[config.mk]
export PLATFORM = sky130hd
export DESIGN_NAME = stable_priority_queue
export DESIGN_NICKNAME = d
export VERILOG_FILES = /design/src/sv/spq_pkg.sv /design/src/sv/spq_ram.sv /design/src/sv/stable_priority_queue.sv
export SDC_FILE = /design/constraint.sdc
export NUM_CORES = 2
export LEC_CHECK = 0
export ABC_AREA = 0
export BUFFER_PORTS_ARGS = -buffer_cell sky130_fd_sc_hd__clkbuf_2
export CAP_MARGIN = 20
export CORE_MARGIN = 10
export CORE_UTILIZATION = 40
export CTS_CLUSTER_SIZE = 30
export DETAILED_ROUTE_END_ITERATION = 16
export SLEW_MARGIN = 25
export SYNTH_ARGS = -nofsm -noshare
export SYNTH_HDL_FRONTEND = slang
export SYNTH_SLANG_ARGS = --single-unit
[constraint.sdc]
create_clock -name i_clk -period 13.7 [get_ports i_clk]
set_input_delay 1.37 -clock i_clk [delete_from_list [all_inputs] [get_ports i_clk]]
set_output_delay 1.37 -clock i_clk [all_outputs]
set_load 0.005 [all_outputs]
[src/sv/spq_pkg.sv]
// Shared types and constants for the stable priority queue.
package spq_pkg;
    localparam int QueueDepth  = 64;
    localparam int UrgencyBits = 16;
    localparam int TagBits     = 16;
    localparam int AddrBits    = $clog2(QueueDepth);
    localparam int CountBits   = $clog2(QueueDepth + 1);
    localparam int EntryBits   = UrgencyBits + TagBits;

    typedef enum logic [1:0] {
        ST_INSERTED = 2'd0,
        ST_SERVED   = 2'd1,
        ST_EMPTY    = 2'd2,
        ST_FULL     = 2'd3
    } t_status;

    localparam logic OP_INSERT = 1'b0;
    localparam logic OP_SERVE  = 1'b1;
endpackage

[src/sv/spq_ram.sv]
// Generic simple dual-port RAM with registered read.
module spq_ram #(
    parameter int Width = 8,
    parameter int Depth = 16
) (
    input  logic                     i_clk,
    input  logic                     i_we,
    input  logic [$clog2(Depth)-1:0] i_waddr,
    input  logic [Width-1:0]         i_wdata,
    input  logic [$clog2(Depth)-1:0] i_raddr,
    output logic [Width-1:0]         o_rdata
);
    logic [Width-1:0] r_mem [Depth];
    logic [Width-1:0] r_rdata;

    // write port and registered read port
    always_ff @(posedge i_clk) begin
        if (i_we) begin
            r_mem[i_waddr] <= i_wdata;
        end
        r_rdata <= r_mem[i_raddr];
    end

    assign o_rdata = r_rdata;
endmodule

[src/sv/stable_priority_queue.sv]
// Top level: stable max priority queue over one entry RAM.
//
// An insert, a serve of an empty queue and an insert into a full queue go
// from idle straight to S_DONE, which registers the result strobe. A serve
// of a non-empty queue goes through S_SCAN, S_ADV and, unless the winner is
// the last entry, S_SHIFT before S_DONE: one RAM read a cycle scans the n
// entries for the best one, then the entries behind it are moved down one
// slot, one read and one write per entry through the single RAM. A new beat
// is taken only in idle once the previous result strobe has dropped.
// busy stays high through the result strobe.
// Entries are kept in arrival order, so a strict greater-than during the
// scan leaves the earliest of equal urgencies. The receiver cannot stall.
module stable_priority_queue
    import spq_pkg::*;
(
    input  logic                   i_clk,
    input  logic                   i_rst_n,
    input  logic                   start,
    output logic                   busy,
    input  logic                   i_op,
    input  logic [UrgencyBits-1:0] i_urgency,
    input  logic [TagBits-1:0]     i_entry_tag,
    output logic                   o_valid,
    output logic [1:0]             o_status,
    output logic [TagBits-1:0]     o_served_tag,
    output logic [UrgencyBits-1:0] o_served_urgency
);
    typedef enum logic [4:0] {
        S_IDLE  = 5'b00001,
        S_SCAN  = 5'b00010,
        S_SHIFT = 5'b00100,
        S_DONE  = 5'b01000,
        S_ADV   = 5'b10000
    } t_state;

    t_state                 r_state, n_state;
    logic [CountBits-1:0]   r_count, n_count;
    logic [CountBits-1:0]   r_idx, n_idx;
    logic [AddrBits-1:0]    r_best, n_best;
    logic [EntryBits-1:0]   r_best_d, n_best_d;
    logic                   r_have, n_have;
    logic                   r_valid, n_valid;
    logic [1:0]             r_status, n_status;
    logic [TagBits-1:0]     r_tag, n_tag;
    logic [UrgencyBits-1:0] r_urg, n_urg;

    logic                   we;
    logic [AddrBits-1:0]    waddr, raddr;
    logic [EntryBits-1:0]   wdata, rdata;
    logic [CountBits-1:0]   rd_idx;
    logic [UrgencyBits-1:0] rd_urg;

    spq_ram #(.Width(EntryBits), .Depth(QueueDepth)) u_ram (
        .i_clk(i_clk), .i_we(we), .i_waddr(waddr), .i_wdata(wdata),
        .i_raddr(raddr), .o_rdata(rdata)
    );

    assign rd_urg = rdata[EntryBits-1 -: UrgencyBits];
    // during the scan, data in rdata belongs to index r_idx-1
    assign rd_idx = r_idx - CountBits'(1);

    // sequencer
    always_comb begin
        n_state  = r_state;
        n_count  = r_count;
        n_idx    = r_idx;
        n_best   = r_best;
        n_best_d = r_best_d;
        n_have   = r_have;
        n_valid  = 1'b0;
        n_status = r_status;
        n_tag    = r_tag;
        n_urg    = r_urg;
        we       = 1'b0;
        waddr    = r_idx[AddrBits-1:0];
        wdata    = {i_urgency, i_entry_tag};
        raddr    = r_idx[AddrBits-1:0];
        unique case (r_state)
            S_IDLE: begin
                raddr = '0;
                // no beat is taken while the previous result is on the ports
                if (start && !r_valid) begin
                    n_tag = '0;
                    n_urg = '0;
                    if (i_op == OP_INSERT) begin
                        if (r_count == CountBits'(QueueDepth)) begin
                            n_status = ST_FULL;
                        end else begin
                            we       = 1'b1;
                            waddr    = r_count[AddrBits-1:0];
                            n_count  = r_count + CountBits'(1);
                            n_status = ST_INSERTED;
                        end
                        n_state = S_DONE;
                    end else if (r_count == '0) begin
                        n_status = ST_EMPTY;
                        n_state  = S_DONE;
                    end else begin
                        n_idx   = CountBits'(1);
                        n_have  = 1'b0;
                        n_state = S_SCAN;
                    end
                end
            end
            S_SCAN: begin
                // compare entry rd_idx against the best so far
                if (!r_have || rd_urg > r_best_d[EntryBits-1 -: UrgencyBits]) begin
                    n_best   = rd_idx[AddrBits-1:0];
                    n_best_d = rdata;
                end
                n_have = 1'b1;
                if (r_idx == r_count) begin
                    n_tag    = (!r_have || rd_urg > r_best_d[EntryBits-1 -: UrgencyBits])
                               ? rdata[TagBits-1:0] : r_best_d[TagBits-1:0];
                    n_urg    = (!r_have || rd_urg > r_best_d[EntryBits-1 -: UrgencyBits])
                               ? rd_urg : r_best_d[EntryBits-1 -: UrgencyBits];
                    n_status = ST_SERVED;
                    n_state  = S_ADV;
                end else begin
                    n_idx = r_idx + CountBits'(1);
                end
            end
            S_ADV: begin
                // start the move-down at the slot after the best entry
                n_idx   = CountBits'(r_best) + CountBits'(1);
                raddr   = n_idx[AddrBits-1:0];
                n_have  = 1'b0;
                n_state = S_SHIFT;
                if (n_idx == r_count) begin
                    n_count = r_count - CountBits'(1);
                    n_state = S_DONE;
                end
            end
            S_SHIFT: begin
                // rdata holds entry r_idx; move it to r_idx-1
                we      = 1'b1;
                waddr   = rd_idx[AddrBits-1:0];
                wdata   = rdata;
                n_idx   = r_idx + CountBits'(1);
                raddr   = n_idx[AddrBits-1:0];
                if (n_idx == r_count) begin
                    n_count = r_count - CountBits'(1);
                    n_state = S_DONE;
                end
            end
            S_DONE: begin
                n_valid = 1'b1;
                n_state = S_IDLE;
            end
            default: n_state = S_IDLE;
        endcase
    end

    // the read address defaults to r_idx; S_ADV and S_SHIFT read the next index, n_idx
    always_ff @(posedge i_clk) begin
        if (!i_rst_n) begin
            r_state <= S_IDLE;
            r_count <= '0;
            r_valid <= 1'b0;
            r_have  <= 1'b0;
            r_idx   <= '0;
        end else begin
            r_state <= n_state;
            r_count <= n_count;
            r_valid <= n_valid;
            r_have  <= n_have;
            r_idx   <= n_idx;
        end
    end

    always_ff @(posedge i_clk) begin
        r_best   <= n_best;
        r_best_d <= n_best_d;
        r_status <= n_status;
        r_tag    <= n_tag;
        r_urg    <= n_urg;
    end

    assign busy             = (r_state != S_IDLE) || r_valid;
    assign o_valid          = r_valid;
    assign o_status         = r_status;
    assign o_served_tag     = o_valid ? r_tag : '0;
    assign o_served_urgency = o_valid ? r_urg : '0;

`ifndef SYNTHESIS
    a_count_range: assert property (@(posedge i_clk) disable iff (!i_rst_n)
        r_count <= CountBits'(QueueDepth))
        else $error("entry count above depth");
    a_no_start_busy: assert property (@(posedge i_clk) disable iff (!i_rst_n)
        (r_state == S_DONE) |=> o_valid)
        else $error("result strobe missing");
    a_serve_count: assert property (@(posedge i_clk) disable iff (!i_rst_n)
        (o_valid && o_status == ST_SERVED) |-> $past(r_count, 2) != '0)
        else $error("served from empty queue");
    a_busy_hold: assert property (@(posedge i_clk) disable iff (!i_rst_n)
        (start && busy) |=> (r_count == $past(r_count)) || ($past(r_state) != S_IDLE))
        else $error("beat taken while busy");
`endif
endmodule

==> reports/results.ini <==
[cts]
cts-buffers-inserted=219
clock-sinks=2173
post_cts_buffers=0
cts-htree-levels=4
ctsRootBufferMaster=clkbuf_16
ctsResizeCount=0
clk_path_buf_depth=3
cts_tree=built
worstSkewPairLatency_ns=0.87
path_clk_slew_ns=0.06
holdBufCountCts=0

[sta]
worst_slew_pin_slew_ns=1.03
timing.fmax_mhz=174
fin_crit_sh_pct=41.9
setup_violations=0
hold_viol=0
period_needed_ns=5.74
rsz0062_at_grt=no
maxSlewHeadroom_pct=31.6
tns_ns=0
setup_slack_ns=7.96
finalMaxSlewViolations=0
skew_ns=0.0465

[min_path]
worstHoldPathCells=2
holdPathEnd=o_valid
hp-start=r_state[3]
min_path_type=reg -> reg

[grt]
antenna_found_initial=12
overflow=0
grt.total_usage_pct=18.8
grt_max_degree=127
grt_pass1_vias=42900
grt_pass1_wl_um=317000

[drt]
ant_nets=0
vias_per_cell=5.68
vias=43100
route.detailed.drc=0
dr.pass1.iters=9
detail_route.wl_per_cell_um=29.2
drt_iter0_markers=5160
wl_um=221000

[synth]
synth_nets=4448
synth_most_common_cell=edfxtp_1
synthesis.area_sq_mm=0.0849
synth_top_area_share_pct=75.0
synthSimpleGateAreaFrac_pct=5.67
synthTopCellsByCount=edfxtp_1 (2120), nand2_1 (575), mux4_2 (449)
synth_edf_count=2120
synthCells=4387
synth_async_sr_flop_share_pct=0
synth_area_per_cell_sq_um=19.3
synth_mux_area_share_pct=13.5
synthXorXnorAreaFrac_pct=0.326
synth.area.top_cells=edfxtp_1 (75%), mux4_2 (12%), nand2_1 (2.5%), mux2i_1 (1.5%), nand3_1 (1.3%)
synth_top_area_cell=edfxtp_1
netlist-cell-type-count=63
synth-main-ff-cell=edfxtp_1
synth-compound-area-share_pct=2.24
synth_seq_area_share_pct=76.3
synth_warnings=0
synth_top_family_by_area=multiplexers
synth.ff_latch_count=2173
synthAdderAreaFrac_pct=0.377

[die]
die_h_um=481
die_area_sq_mm=0.231
coreArea_sq_mm=0.212
initial_core_util_pct=40.1
die_w_um=481
ios=72
rows=169

[finish]
layout-drive-gt1-share_pct=23.6
nets=4629
fillCellCount=17700
syn2layout_area_growth_pct=14.3

[worst_setup_path]
critPathLaunchType=flip-flop
cp_data_required_time_ns=14.50
arrival_ns=6.54
crit_fanout=126
r2r_start=r_idx[0]
r2r_slack_ns=7.96
criticalPathCategory=reg -> reg
endpoint_kind=flip-flop
reg2reg_to=u_ram.o_rdata[3]
worst_r2r_path_depth=12

[power]
peakVddDrop_v=0.000119
power_density_mw_per_mm2=161
leakagePower_uw=0.0312

[placement]
place_ws_ns=8.12
dp.final_hpwl_um=125000
place.gp.congestion=0.856
port_buffers=71

[run_status]
status=completed

[run]
drv_cap=0

## kinds of logic (layout without fill, tap and decap cells)
family | count (synthesis) | in the layout
flip-flops | 2173 | 2173
AO/OA/AOI/OAI | 220 | 220
multiplexers | 580 | 580
AND/OR/NAND/NOR | 1082 | 1082
buffers and inverters | 277 | 651
XOR/XNOR | 30 | 30
adder cells (fa/ha/maj) | 25 | 25
other | 0 | 4
## per-stage QoR
step                cells  total power, uW  utilization [%]  area [sq um]  hold slack (ns)
floorplan            4387             9200                -         84900            0.430
global placement     7136             9820             42.1         89100            0.473
detailed placement   7165             9840             42.4         89800            0.478
CTS                  7579            15700             45.8         96900            0.487
global route         7582            16100             45.8         97000            0.524
finish               7586            15600             45.8         97000            0.493
## sequential cells by signal, summed over array words and instances, names as in the netlist
signal	cells
r_best	6
u_ram.o_rdata	32
r_have	1
r_urg	16
u_ram.r_mem	2048
r_idx	7
r_count	7
r_tag	16
r_state	5
r_best_d	32
o_status	2
o_valid	1
## metal layers
metal | wire (um) | track usage, % | up-vias | share of wire, %
met3 | 20100 | 4.32 | 346 | 9.1
li1 | - | - | 18100 | -
met1 | 89600 | 25.8 | 22700 | 40
met2 | 103000 | 29.4 | 1952 | 47
met5 | 0 | 0 | - | 0
met4 | 8140 | 6.76 | 0 | 3.7
## cell usage in the layout, fill, tap and decap left out, types with 69 or more instances in the layout
cell       netlist  layout
edfxtp_1      2120    2120
nand2_1        575     544
mux4_2         449     449
clkbuf_16        0     221
nand3_1        213     210
mux2i_1        131     131
buf_4           32      99
clkbuf_2         0      71
nand4_1         69      69
## final cells by class
class                      count  area [sq um]  share of cell area, %
timing repair buffer         208          2010                   2.08
sequential                  2173         64700                   66.7
multi-input combinational   1937         19500                   20.1
clock inverter               127          1240                   1.28
tap                         2821          3530                   3.64
antenna                        4          10.0                 0.0103
inverter                      29           109                  0.112
clock buffer                 287          5900                   6.08
## worst max path at each step
stage	from	end	slack [ns]
3_3_place_gp	r_idx[0]	u_ram.o_rdata[3]	8.21
6_report	r_idx[0]	u_ram.o_rdata[3]	7.96
3_5_place_dp	r_idx[0]	u_ram.o_rdata[31]	8.12
4_1_cts	r_idx[0]	u_ram.o_rdata[31]	8.13
2_1_floorplan	start	u_ram.r_mem[18][0]	9.02
5_1_grt	r_idx[0]	u_ram.o_rdata[31]	7.72
## worst max-delay path, stage by stage, from the launching register on
cell	delay, ns
dfxtp_1	0.62
inv_1	0.16
ha_1	0.43
inv_1	0.12
o221ai_4	0.22
buf_12	0.52
buf_4	0.78
buf_4	0.75
mux4_2	0.34
nand2_1	0.06
a32o_1	0.37
a221oi_1	0.82
and3_1	0.28
## report_power, final
part / internal (uW) / switching [uW]
registers: 7470 / 195
logic: 873 / 1170
clock network: 3350 / 2550
Power figures use the tool's default switching activity.
